--- config.mk ---
export PLATFORM = sky130hd
export DESIGN_NAME = two_sensor_kalman_fusion_core
export DESIGN_NICKNAME = d
export VERILOG_FILES = /design/src/rtl/core/tskf_pkg.sv /design/src/rtl/core/two_sensor_kalman_fusion_core.sv
export SDC_FILE = /design/constraint.sdc
export NUM_CORES = 2
export LEC_CHECK = 0
export ABC_AREA = 1
export BUFFER_PORTS_ARGS = -buffer_cell sky130_fd_sc_hd__clkbuf_2
export CELL_PAD_IN_SITES_DETAIL_PLACEMENT = 0
export CELL_PAD_IN_SITES_GLOBAL_PLACEMENT = 1
export CORE_ASPECT_RATIO = 0.9
export CORE_MARGIN = 3
export CORE_UTILIZATION = 40
export DETAILED_ROUTE_END_ITERATION = 7
export GPL_ROUTABILITY_DRIVEN = 0
export HOLD_SLACK_MARGIN = 0.06
export PLACE_DENSITY_LB_ADDON = 0.05
export SLEW_MARGIN = 25
export SYNTH_ARGS = -nofsm -noshare
export SYNTH_HDL_FRONTEND = slang
export SYNTH_SLANG_ARGS = --single-unit
export TNS_END_PERCENT = 1
--- constraint.sdc ---
create_clock -name i_clk -period 10.8 [get_ports i_clk]
set_input_delay 0 -clock i_clk [delete_from_list [all_inputs] [get_ports i_clk]]
set_output_delay 0 -clock i_clk [all_outputs]
set_load 0.005 [all_outputs]
--- src/rtl/core/tskf_pkg.sv ---
package tskf_pkg;

    // Sequencer states of the fusion core.
    typedef enum logic [2:0] {
        S_IDLE,
        S_INIT,
        S_DIV,
        S_MULX,
        S_MULY,
        S_MULV,
        S_FIN
    } t_state;

    // Sensor status codes reported with each estimate.
    typedef logic [1:0] t_status;
    localparam t_status ST_BOTH   = 2'd0;
    localparam t_status ST_FORCE  = 2'd1;
    localparam t_status ST_CAMERA = 2'd2;
    localparam t_status ST_NONE   = 2'd3;

    // Configuration register indexes (word address).
    typedef logic [1:0] t_reg_idx;
    localparam t_reg_idx REG_PROCESS_VAR = 2'd0;
    localparam t_reg_idx REG_MEAS_VAR    = 2'd1;
    localparam t_reg_idx REG_INIT_VAR    = 2'd2;

    // Reset value of every variance register and of the running variance.
    localparam logic [31:0] VAR_RESET = 32'h0001_0000;

endpackage

--- src/rtl/core/two_sensor_kalman_fusion_core.sv ---
// Two-sensor position fuser built as a Kalman filter with identity models, so the
// covariance is a single variance value. Each request carries a force-sensor pose and a
// camera pose with their valid flags; the prior is the force pose (or the last estimate),
// the measurement is the mean of the valid poses, and the gain p/(p+r) is produced by a
// restoring divider that retires one quotient bit per cycle. A request passes through a
// divider setup state, FRAC_BITS+1 divider steps, a single shared multiplier used in turn
// for the two axes and the variance, and then a finish state. The input is ready only
// while the core is idle, which begins as the result is loaded, so the core takes no new
// request until it is through with the last one. A finished result sits in an output
// register, so the next request may enter while it waits; the finish state holds until
// that register is free. The initial variance register is readable and writable but the
// running variance always restarts from its reset value.
module two_sensor_kalman_fusion_core #(
    parameter int FRAC_BITS = 16
) (
    input  logic                 i_clk,
    input  logic                 i_rst_n,
    // Configuration port
    input  logic                 psel,
    input  logic                 penable,
    input  logic                 pwrite,
    input  logic [3:0]           paddr,
    input  logic [31:0]          pwdata,
    output logic [31:0]          prdata,
    output logic                 pready,
    // Input request channel
    input  logic                 i_valid,
    output logic                 o_ready,
    input  logic signed [31:0]   i_force_x,
    input  logic signed [31:0]   i_force_y,
    input  logic                 i_force_ok,
    input  logic signed [31:0]   i_camera_x,
    input  logic signed [31:0]   i_camera_y,
    input  logic                 i_camera_ok,
    // Result channel
    output logic                 o_valid,
    input  logic                 i_ready,
    output logic signed [31:0]   o_estimate_x,
    output logic signed [31:0]   o_estimate_y,
    output tskf_pkg::t_status    o_sensor_status
);
    import tskf_pkg::*;

    // Gain width, counter width, product width and shifted product width.
    localparam int KW = FRAC_BITS + 1;
    localparam int CW = $clog2(KW);
    localparam int PW = 34 + KW + 1;
    localparam int SW = PW - FRAC_BITS;
    localparam logic [KW-1:0] K_ONE = {1'b1, {FRAC_BITS{1'b0}}};
    localparam logic signed [SW-1:0] EST_MAX = {{(SW-31){1'b0}}, {31{1'b1}}};
    localparam logic signed [SW-1:0] EST_MIN = {{(SW-31){1'b1}}, {31{1'b0}}};

    // Configuration registers.
    logic [31:0] r_pv;
    logic [31:0] r_mv;
    logic [31:0] r_iv;
    logic        cfg_wr;

    assign pready = 1'b1;
    assign cfg_wr = psel && penable && pwrite;

    always_ff @(posedge i_clk) begin
        if (!i_rst_n) begin
            r_pv <= VAR_RESET;
            r_mv <= VAR_RESET;
            r_iv <= VAR_RESET;
        end else if (cfg_wr) begin
            case (t_reg_idx'(paddr[3:2]))
                REG_PROCESS_VAR: r_pv <= pwdata;
                REG_MEAS_VAR:    r_mv <= pwdata;
                REG_INIT_VAR:    r_iv <= pwdata;
                default:         ;
            endcase
        end
    end

    // Register read-back.
    always_comb begin
        case (t_reg_idx'(paddr[3:2]))
            REG_PROCESS_VAR: prdata = r_pv;
            REG_MEAS_VAR:    prdata = r_mv;
            REG_INIT_VAR:    prdata = r_iv;
            default:         prdata = 32'd0;
        endcase
    end

    // Filter state and per-request working registers.
    t_state             r_state;
    t_state             n_state;
    logic [31:0]        r_var;
    logic signed [31:0] r_last_x;
    logic signed [31:0] r_last_y;
    logic signed [31:0] r_px;
    logic signed [31:0] r_py;
    logic signed [31:0] r_zx;
    logic signed [31:0] r_zy;
    t_status            r_status;
    logic [31:0]        r_p;
    logic [32:0]        r_den;
    logic [32:0]        r_rem;
    logic [KW-1:0]      r_q;
    logic [CW-1:0]      r_cnt;
    logic signed [PW-1:0] r_prod;
    logic signed [31:0] r_ex;
    logic signed [31:0] r_ey;
    logic               r_out_valid;
    logic signed [31:0] r_out_x;
    logic signed [31:0] r_out_y;
    t_status            r_out_status;

    logic               accept;
    logic               out_free;
    logic [32:0]        p_sum;
    logic [31:0]        p_sat;
    logic signed [32:0] sum_x;
    logic signed [32:0] sum_y;
    t_status            in_status;

    assign o_ready  = (r_state == S_IDLE);
    assign accept   = i_valid && o_ready;
    assign out_free = !r_out_valid || i_ready;

    // Variance growth with saturation, and the mean of both poses.
    assign p_sum = {1'b0, r_var} + {1'b0, r_pv};
    assign p_sat = p_sum[32] ? 32'hFFFF_FFFF : p_sum[31:0];
    assign sum_x = 33'(i_force_x) + 33'(i_camera_x);
    assign sum_y = 33'(i_force_y) + 33'(i_camera_y);

    always_comb begin
        if (i_force_ok && i_camera_ok) begin
            in_status = ST_BOTH;
        end else if (i_force_ok) begin
            in_status = ST_FORCE;
        end else if (i_camera_ok) begin
            in_status = ST_CAMERA;
        end else begin
            in_status = ST_NONE;
        end
    end

    // Divider step: shift in the next dividend bit and subtract when it fits.
    logic [33:0]   rem_sh;
    logic          rem_ge;
    logic [KW-1:0] q_next;
    logic          div_last;
    logic          k_kill;

    assign rem_sh   = {r_rem, (r_cnt == '0) ? r_p[0] : 1'b0};
    assign rem_ge   = (rem_sh >= {1'b0, r_den});
    assign q_next   = {r_q[KW-2:0], rem_ge};
    assign div_last = (r_cnt == CW'(KW - 1));
    assign k_kill   = (r_status == ST_NONE) || (r_den == '0);

    // Shared multiplier: x difference, y difference, then the variance update.
    logic signed [33:0]   mul_a;
    logic [KW-1:0]        mul_b;
    logic signed [PW-1:0] mul_p;

    always_comb begin
        case (r_state)
            S_MULX: begin
                mul_a = 34'(r_zx) - 34'(r_px);
                mul_b = r_q;
            end
            S_MULY: begin
                mul_a = 34'(r_zy) - 34'(r_py);
                mul_b = r_q;
            end
            S_MULV: begin
                mul_a = signed'({2'b00, r_p});
                mul_b = K_ONE - r_q;
            end
            default: begin
                mul_a = '0;
                mul_b = '0;
            end
        endcase
    end

    assign mul_p = PW'(mul_a) * PW'(signed'({1'b0, mul_b}));

    // Estimate = prior + floor(k * diff / one), clamped to 32 bits.
    logic signed [31:0]   est_prior;
    logic signed [SW-1:0] est_wide;
    logic signed [31:0]   est_sat;

    assign est_prior = (r_state == S_MULY) ? r_px : r_py;
    assign est_wide  = SW'(est_prior) + r_prod[PW-1:FRAC_BITS];

    always_comb begin
        if (est_wide > EST_MAX) begin
            est_sat = 32'sh7FFF_FFFF;
        end else if (est_wide < EST_MIN) begin
            est_sat = 32'sh8000_0000;
        end else begin
            est_sat = est_wide[31:0];
        end
    end

    logic [31:0] var_next;
    assign var_next = r_prod[FRAC_BITS +: 32];

    // Sequencer state register.
    always_ff @(posedge i_clk) begin
        if (!i_rst_n) begin
            r_state <= S_IDLE;
        end else begin
            r_state <= n_state;
        end
    end

    // Next-state logic.
    always_comb begin
        n_state = r_state;
        case (r_state)
            S_IDLE: if (accept) n_state = S_INIT;
            S_INIT: n_state = S_DIV;
            S_DIV:  if (div_last) n_state = S_MULX;
            S_MULX: n_state = S_MULY;
            S_MULY: n_state = S_MULV;
            S_MULV: n_state = S_FIN;
            S_FIN:  if (out_free) n_state = S_IDLE;
            default: n_state = S_IDLE;
        endcase
    end

    // Datapath registers stepped by the sequencer.
    always_ff @(posedge i_clk) begin
        case (r_state)
            S_IDLE: begin
                r_px     <= i_force_ok ? i_force_x : r_last_x;
                r_py     <= i_force_ok ? i_force_y : r_last_y;
                r_status <= in_status;
                r_p      <= p_sat;
                case (in_status)
                    ST_BOTH: begin
                        r_zx <= sum_x[32:1];
                        r_zy <= sum_y[32:1];
                    end
                    ST_FORCE: begin
                        r_zx <= i_force_x;
                        r_zy <= i_force_y;
                    end
                    default: begin
                        r_zx <= i_camera_x;
                        r_zy <= i_camera_y;
                    end
                endcase
            end
            S_INIT: begin
                r_den <= {1'b0, r_p} + {1'b0, r_mv};
                r_rem <= {2'b00, r_p[31:1]};
                r_q   <= '0;
                r_cnt <= '0;
            end
            S_DIV: begin
                r_rem <= rem_ge ? 33'(rem_sh - {1'b0, r_den}) : rem_sh[32:0];
                r_q   <= (div_last && k_kill) ? '0 : q_next;
                r_cnt <= r_cnt + 1'b1;
            end
            S_MULX: begin
                r_prod <= mul_p;
            end
            S_MULY: begin
                r_prod <= mul_p;
                r_ex   <= est_sat;
            end
            S_MULV: begin
                r_prod <= mul_p;
                r_ey   <= est_sat;
            end
            default: ;
        endcase
    end

    // Filter state and result register, updated when the result is handed off.
    always_ff @(posedge i_clk) begin
        if (!i_rst_n) begin
            r_var       <= VAR_RESET;
            r_last_x    <= '0;
            r_last_y    <= '0;
            r_out_valid <= 1'b0;
        end else if (r_state == S_FIN && out_free) begin
            r_var        <= var_next;
            r_last_x     <= r_ex;
            r_last_y     <= r_ey;
            r_out_valid  <= 1'b1;
            r_out_x      <= r_ex;
            r_out_y      <= r_ey;
            r_out_status <= r_status;
        end else if (i_ready) begin
            r_out_valid <= 1'b0;
        end
    end

    assign o_valid         = r_out_valid;
    assign o_estimate_x    = r_out_x;
    assign o_estimate_y    = r_out_y;
    assign o_sensor_status = r_out_status;

    // An accepted request always starts the divider setup.
    a_accept_init: assert property (@(posedge i_clk) disable iff (!i_rst_n)
        accept |=> (r_state == S_INIT))
        else $error("accepted request did not start divider setup");

    // The partial remainder stays below the divisor.
    a_rem_bound: assert property (@(posedge i_clk) disable iff (!i_rst_n)
        (r_state == S_DIV && r_den != '0) |-> (r_rem < r_den))
        else $error("divider remainder out of range");

    // The gain never exceeds one, and is zero when no sensor is valid.
    a_gain_bound: assert property (@(posedge i_clk) disable iff (!i_rst_n)
        (r_state == S_MULX) |-> (r_q <= K_ONE && (r_status != ST_NONE || r_q == '0)))
        else $error("gain out of range");

    // The updated variance never exceeds the grown variance.
    a_var_shrink: assert property (@(posedge i_clk) disable iff (!i_rst_n)
        (r_state == S_FIN) |-> (var_next <= r_p))
        else $error("variance grew in the update");

endmodule
# Word-level counts from Yosys, hierarchy flattened
# Cells that the tools add are included.
# W data, S select, Z words.
[word_totals]
register_bits = 628
latchBits = 0
ram_bits = 0
romBits = 0
input_bits = 173
n_memories = 0
[op_classes]
add_sub_neg = 10
n_mul = 1
div_mod_pow = 0
magnitude_cmp = 3
eq_ne = 14
shift = 0
mux = 25
n_bitwise = 0
n_reduce_logical = 23
[ops]
columns = ["operator", "n"]
rows = [
  ["$mux W32", 5],
  ["$add A32 B32 Y33", 4],
  ["$pmux W32 S2", 2],
  ["$pmux W34 S3", 1],
  ["$pmux W32 S3", 1],
  ["$pmux W17 S2", 2],
  ["$pmux W33 S2", 1],
  ["$sub A32 B32 Y33", 2],
  ["$mul A34 B18 Y52", 1],
  ["$add A36 B36 Y36", 1],
  ["$gt A36 B32 Y1 const B", 1],
  ["$lt A36 B32 Y1 const B", 1],
  ["$ge A34 B33 Y1", 1],
  ["$logic_not A33 Y1", 1],
  ["$mux W33", 1],
  ["$sub A33 B33 Y33", 1],
  ["$pmux W3 S7", 1],
  ["$mux W17", 1],
  ["$sub A17 B17 Y17 const A", 1],
  ["$pmux W5 S2", 1],
  ["$eq A3 B3 Y1 const B", 3],
  ["$mux W3", 3],
  ["$reduce_and A2 Y1", 4],
  ["$eq A3 B2 Y1 const B", 2],
  ["19 further kinds", 34],
]

# Logic depth before layout (Yosys ltp)
[logic_depth]
word_depth = 6
mapped_depth = 41
ltp_nobuf = 40

# Worst setup path after synthesis
# Ideal clock, no wire load.
[synth_path]
path_type = "register to register"
startpoint = "reg r_state[0]"
endpoint = "reg r_state[1]"
t_arrival_ns = 8.253
required_time_ns = 10.726
path_slack_ns = 2.473
path_stages_with_launch = 8
n_path_buf = 0
synth_period_minus_slack_ns = 8.327
cell_sequence = "dfxtp_1 -> nor2_1 -> inv_1 -> nor2_1 -> inv_1 -> o21ai_0 -> nor2_1 -> a31oi_1"
[synth_between]
elab_chain_len = 4
word_cells_on_any_way = 13
cone_classes = "eq/ne (9); mux (1); reduce/logical (3)"
[synth_lines]
columns = ["element", "line_no", "source"]
rows = [
  ["start: declaration", "two_sensor_kalman_fusion_core.sv:88", "t_state r_state;"],
  ["start signal: assignment", "two_sensor_kalman_fusion_core.sv:208", "r_state <= n_state;"],
  ["$logic_not A3 Y1 (*)", "two_sensor_kalman_fusion_core.sv:119", "assign o_ready = (r_state == S_IDLE);"],
  ["net o_ready", "two_sensor_kalman_fusion_core.sv:28", "output logic o_ready,"],
  ["$logic_and A1 B1 Y1", "two_sensor_kalman_fusion_core.sv:120", "assign accept = i_valid && o_ready;"],
  ["$ne A2 B1 Y1 (no source line)", "-", ""],
  ["$reduce_and A3 Y1 (no source line)", "-", ""],
]
# The timed path passes the listed nets; every way through them passes the cells marked *.
# A chain may end at the register's enable or synchronous reset.

# Final worst setup path
[layout_path]
startpoint = "reg r_state[2]"
endpoint = "reg r_prod[51], data pin"
[layout_between]
elab_chain_len = 4
word_cells_on_any_way = 7
cone_classes = "mul (1); eq/ne (3); mux (2); reduce/logical (1)"
[layout_lines]
columns = ["element", "line_no", "source"]
rows = [
  ["$eq A3 B3 Y1 / $eq A3 B2 Y1 (equally long branches)", "two_sensor_kalman_fusion_core.sv:160", "case (r_state)"],
  ["$reduce_or A2 Y1 (no source line)", "-", ""],
  ["$pmux W17 S2", "two_sensor_kalman_fusion_core.sv:160", ""],
  ["$mul A34 B18 Y52 (*)", "two_sensor_kalman_fusion_core.sv:180", "assign mul_p = PW'(mul_a) * PW'(signed'({1'b0, mul_b}));"],
  ["net mul_p[51]", "two_sensor_kalman_fusion_core.sv:157", "logic signed [PW-1:0] mul_p;"],
  ["end signal: assignment", "two_sensor_kalman_fusion_core.sv:262", "r_prod <= mul_p;"],
  ["end signal: assignment", "two_sensor_kalman_fusion_core.sv:265", "r_prod <= mul_p;"],
  ["end signal: assignment", "two_sensor_kalman_fusion_core.sv:269", "r_prod <= mul_p;"],
  ["end: declaration", "two_sensor_kalman_fusion_core.sv:103", "logic signed [PW-1:0] r_prod;"],
]
# Marked as above.

==> impl_results.md <==
* Max Transition Viols Final at 0
* Critical path endpoint: r_prod[51]
* Worst min path class: input pin to flop
* Detailed Route WL at 228000 um
* CTS Buf Count at 70
* Slew HR at 0.304
* Die X at 417 um
* Clk_skew at 26.2 ps
* Multi-input logic area at 38200 um2
* DRC errors left at 0
* Root buf cell: clkbuf_16
* Pwr Density at 213 nW/um2
* Antenna violations before repair at 7
* Critical Path Start: r_state[2]
* Predominant post-synthesis flop cell: edfxtp_1
* Met3 usage at 0.0343
* Share of layout cells above drive strength 1 at 0.0646
* Minimum clock period at 8780 ps
* CP Launch Type: flop
* Sequential area share after synthesis at 0.270
* Area growth syn-to-layout at 12.9%
* Async S/R FF share, synth at 0
* Setup violators final at 0
* CP peak stage delay at 610 ps
* Full die area at 157000 um2
* Global-route wire length before repair at 342000 um
* Final design utilization at 0.456
* Worst EP arrival at 9190 ps
* Critical R2R Capture: r_prod[51]
* Largest net degree at the start of global routing at 165
* Most Crowded Layer GR: met2
* Routed vias at 54797
* CTS clock-pin slew for the worst setup and hold paths at 60 ps
* Most common cell after layout, fill and taps aside: nand2_1
* Reg2reg path depth at 29
* Syn Inst Count at 8069
* # fillers at 15547
* Wire per inst at 21.7 um
* M2 GR Usage at 0.462
* Stages on the worst setup path at 29
* Worst-margin pin slew at 1040 ps
* Met1 Track Usage GR at 0.413
* Register area at 16400 um2
* Post-Syn Nets at 9167
* Clock Latency Late Sink at 660 ps
* Clock tree buffer depth at 3
* VDD IR max at 0.330 mV
* Max Clock Freq at 0.114 GHz
* HPWL Detailed at 186000 um
* Post-synthesis average cell area at 7.54 um2
* CP Capture Type: flop
* Vias in the first global route at 53906
* Slowest cell on the critical path: dfxtp_1
* Final #Nets at 9555
* Distinct cells, synth at 56
* Synth warnings at 0
* Initial Util at 0.404
* PostCTS Resize Cnt at 0
* Final Hold Fails at 0
* Worst R2R Setup Slack at 2020 ps
* Status: completed
* Buf+Inv Stages, Crit Path at 9
* Synthesized area at 60800 um2
* Commonest non-fill, non-tap cells in the layout: 2148 x nand2_1, 1377 x inv_1, 884 x nor2_1
* Pre-CTS setup slack at 2040 ps
* Fin worst setup slack at 2020 ps
* Input/output buffers at 270
* DRT iter0 DRCs at 4742
* Post-synth EDFFs at 416
* Critical Path RT at 11200 ps
* Delay-heaviest family, CP: adder cells
* Antenna-violating nets left at 0
* Final period utilization at 0.813
* Sink Count at 612
* CTS tree: done
* Global route total overflow at 0
* Row count at 135
* Max-cap violations at 0
* Core Box Area at 151000 um2
* Vias per cell at 5.22
* IO Count at 274
* Leakage Power at 34.0 nW
* DRT Pass-1 Iters at 6
* GRT Resource Usage Total at 0.289
* DIE HEIGHT at 376 um
* Type of the worst setup path: flop to flop
* RSZ-0062 raised after global routing: false
* FF+latch count, synth at 612
* H-tree depth at 3
* Post-CTS Setup Repair Bufs at 0
* Crit Path Max Fanout at 36
* Hold Crit Depth at 4
* TNS Setup at 0 ps
* Reg-to-Reg Start: r_state[2]
## tightest hold or removal path, stage by stage
cell and delay, ps:
clkbuf_2 80, buf_4 250, nor2_1 150, nor2_1 80
## cells in the mapped netlist, types with 8 or more instances
cell type	count	area share
nand3_2	19	0.0031
dfxtp_1	196	0.065
o211ai_1	35	0.0043
o21bai_1	39	0.0048
a21oi_1	407	0.034
o21a_1	25	0.0031
nand3_1	364	0.030
o21ai_1	13	0.0011
inv_1	1377	0.085
buf_4	28	0.0035
a31oi_1	23	0.0024
nor2_1	891	0.055
xor2_1	84	0.012
nand2_1	2149	0.13
nand4_1	45	0.0046
o21ai_2	9	0.0013
ha_1	379	0.078
nor3_1	67	0.0055
nand3b_1	66	0.0081
buf_1	8	0.00049
fa_1	546	0.18
or2_2	33	0.0034
o21ai_0	439	0.036
clkbuf_1	109	0.0067
xnor2_1	80	0.012
inv_2	11	0.00068
a21boi_0	13	0.0016
a21o_1	35	0.0043
edfxtp_1	416	0.21
buf_2	81	0.0067
nor4_1	21	0.0022
## per-layer routing
layer	wire [um]	vias up	part of all wire
met5	0	-	0
li1	-	26239	-
met3	13500	228	0.059
met4	6990	0	0.031
met2	102000	1567	0.45
met1	105000	26763	0.46
## repair_timing
| item | 4_1_cts | 5_1_grt |
|---|---|---|
| endpoints found under the setup margin | 0 | 0 |
| hold endpoints to repair | 262 | 0 |
| hold buffers | 216 | 0 |
## through the flow
step / instances / power (mW) / hold WS, ps / area (um2)
global route: 10501 / 15.7 / 100 / 68600
finish: 10504 / 14.7 / 115 / 68700
detailed placement: 10155 / 12.0 / 270 / 64100
CTS: 10501 / 14.6 / 73.1 / 68600
global placement: 10155 / 12.0 / 265 / 64100
floorplan: 8069 / 9.18 / 126 / 60800
## how the worst min path moves through the flow
| stage | start | to | slack [ps] |
|---|---|---|---|
| detailed placement | pwdata[17] | r_iv[17] | 270 |
| finish | i_force_ok | r_px[17] | 110 |
| global route | i_force_ok | r_py[31] | 100 |
| global placement | pwdata[14] | r_iv[14] | 270 |
| CTS | i_force_ok | r_py[31] | 70 |
| floorplan | pwdata[16] | r_iv[16] | 130 |
## kinds of logic after synthesis
group	after synthesis	synth area share
AND/OR/NAND/NOR	3674	0.247
buffers and inverters	1622	0.104
AO/OA/AOI/OAI	1071	0.0974
adder cells (fa/ha/maj)	925	0.258
flip-flops	612	0.270
XOR/XNOR	164	0.0236
other	1	0.0000617
## flip-flops by register name (all words and copies together) (netlist names), 3 cells and up
signal	flops
r_p	32
r_ey	32
r_px	32
r_mv	32
r_rem	33
r_py	32
r_pv	32
r_q	17
r_last_y	32
r_var	32
r_last_x	32
r_zy	32
o_estimate_y	32
r_iv	32
r_prod	36
o_estimate_x	32
r_state	3
r_zx	32
r_den	33
r_cnt	5
r_ex	32
## power by group
part / internal (mW) / switching (mW) / leakage [nW]
sequential: 3.49 / 0.616 / 5.59
combinational: 2.36 / 5.75 / 27.3
clock: 1.39 / 1.05 / 1.15
## layout make-up
class / instances / area share
Multi-Input combinational cell: 5835 / 0.556
Antenna cell: 3 / 0.000109
Sequential cell: 612 / 0.239
Inverter: 1391 / 0.0761
Clock buffer: 92 / 0.0284
Clock inverter: 38 / 0.00587
Timing Repair Buffer: 547 / 0.0582
Tap cell: 1986 / 0.0362
Note: power is estimated with default switching activity, not from simulation.
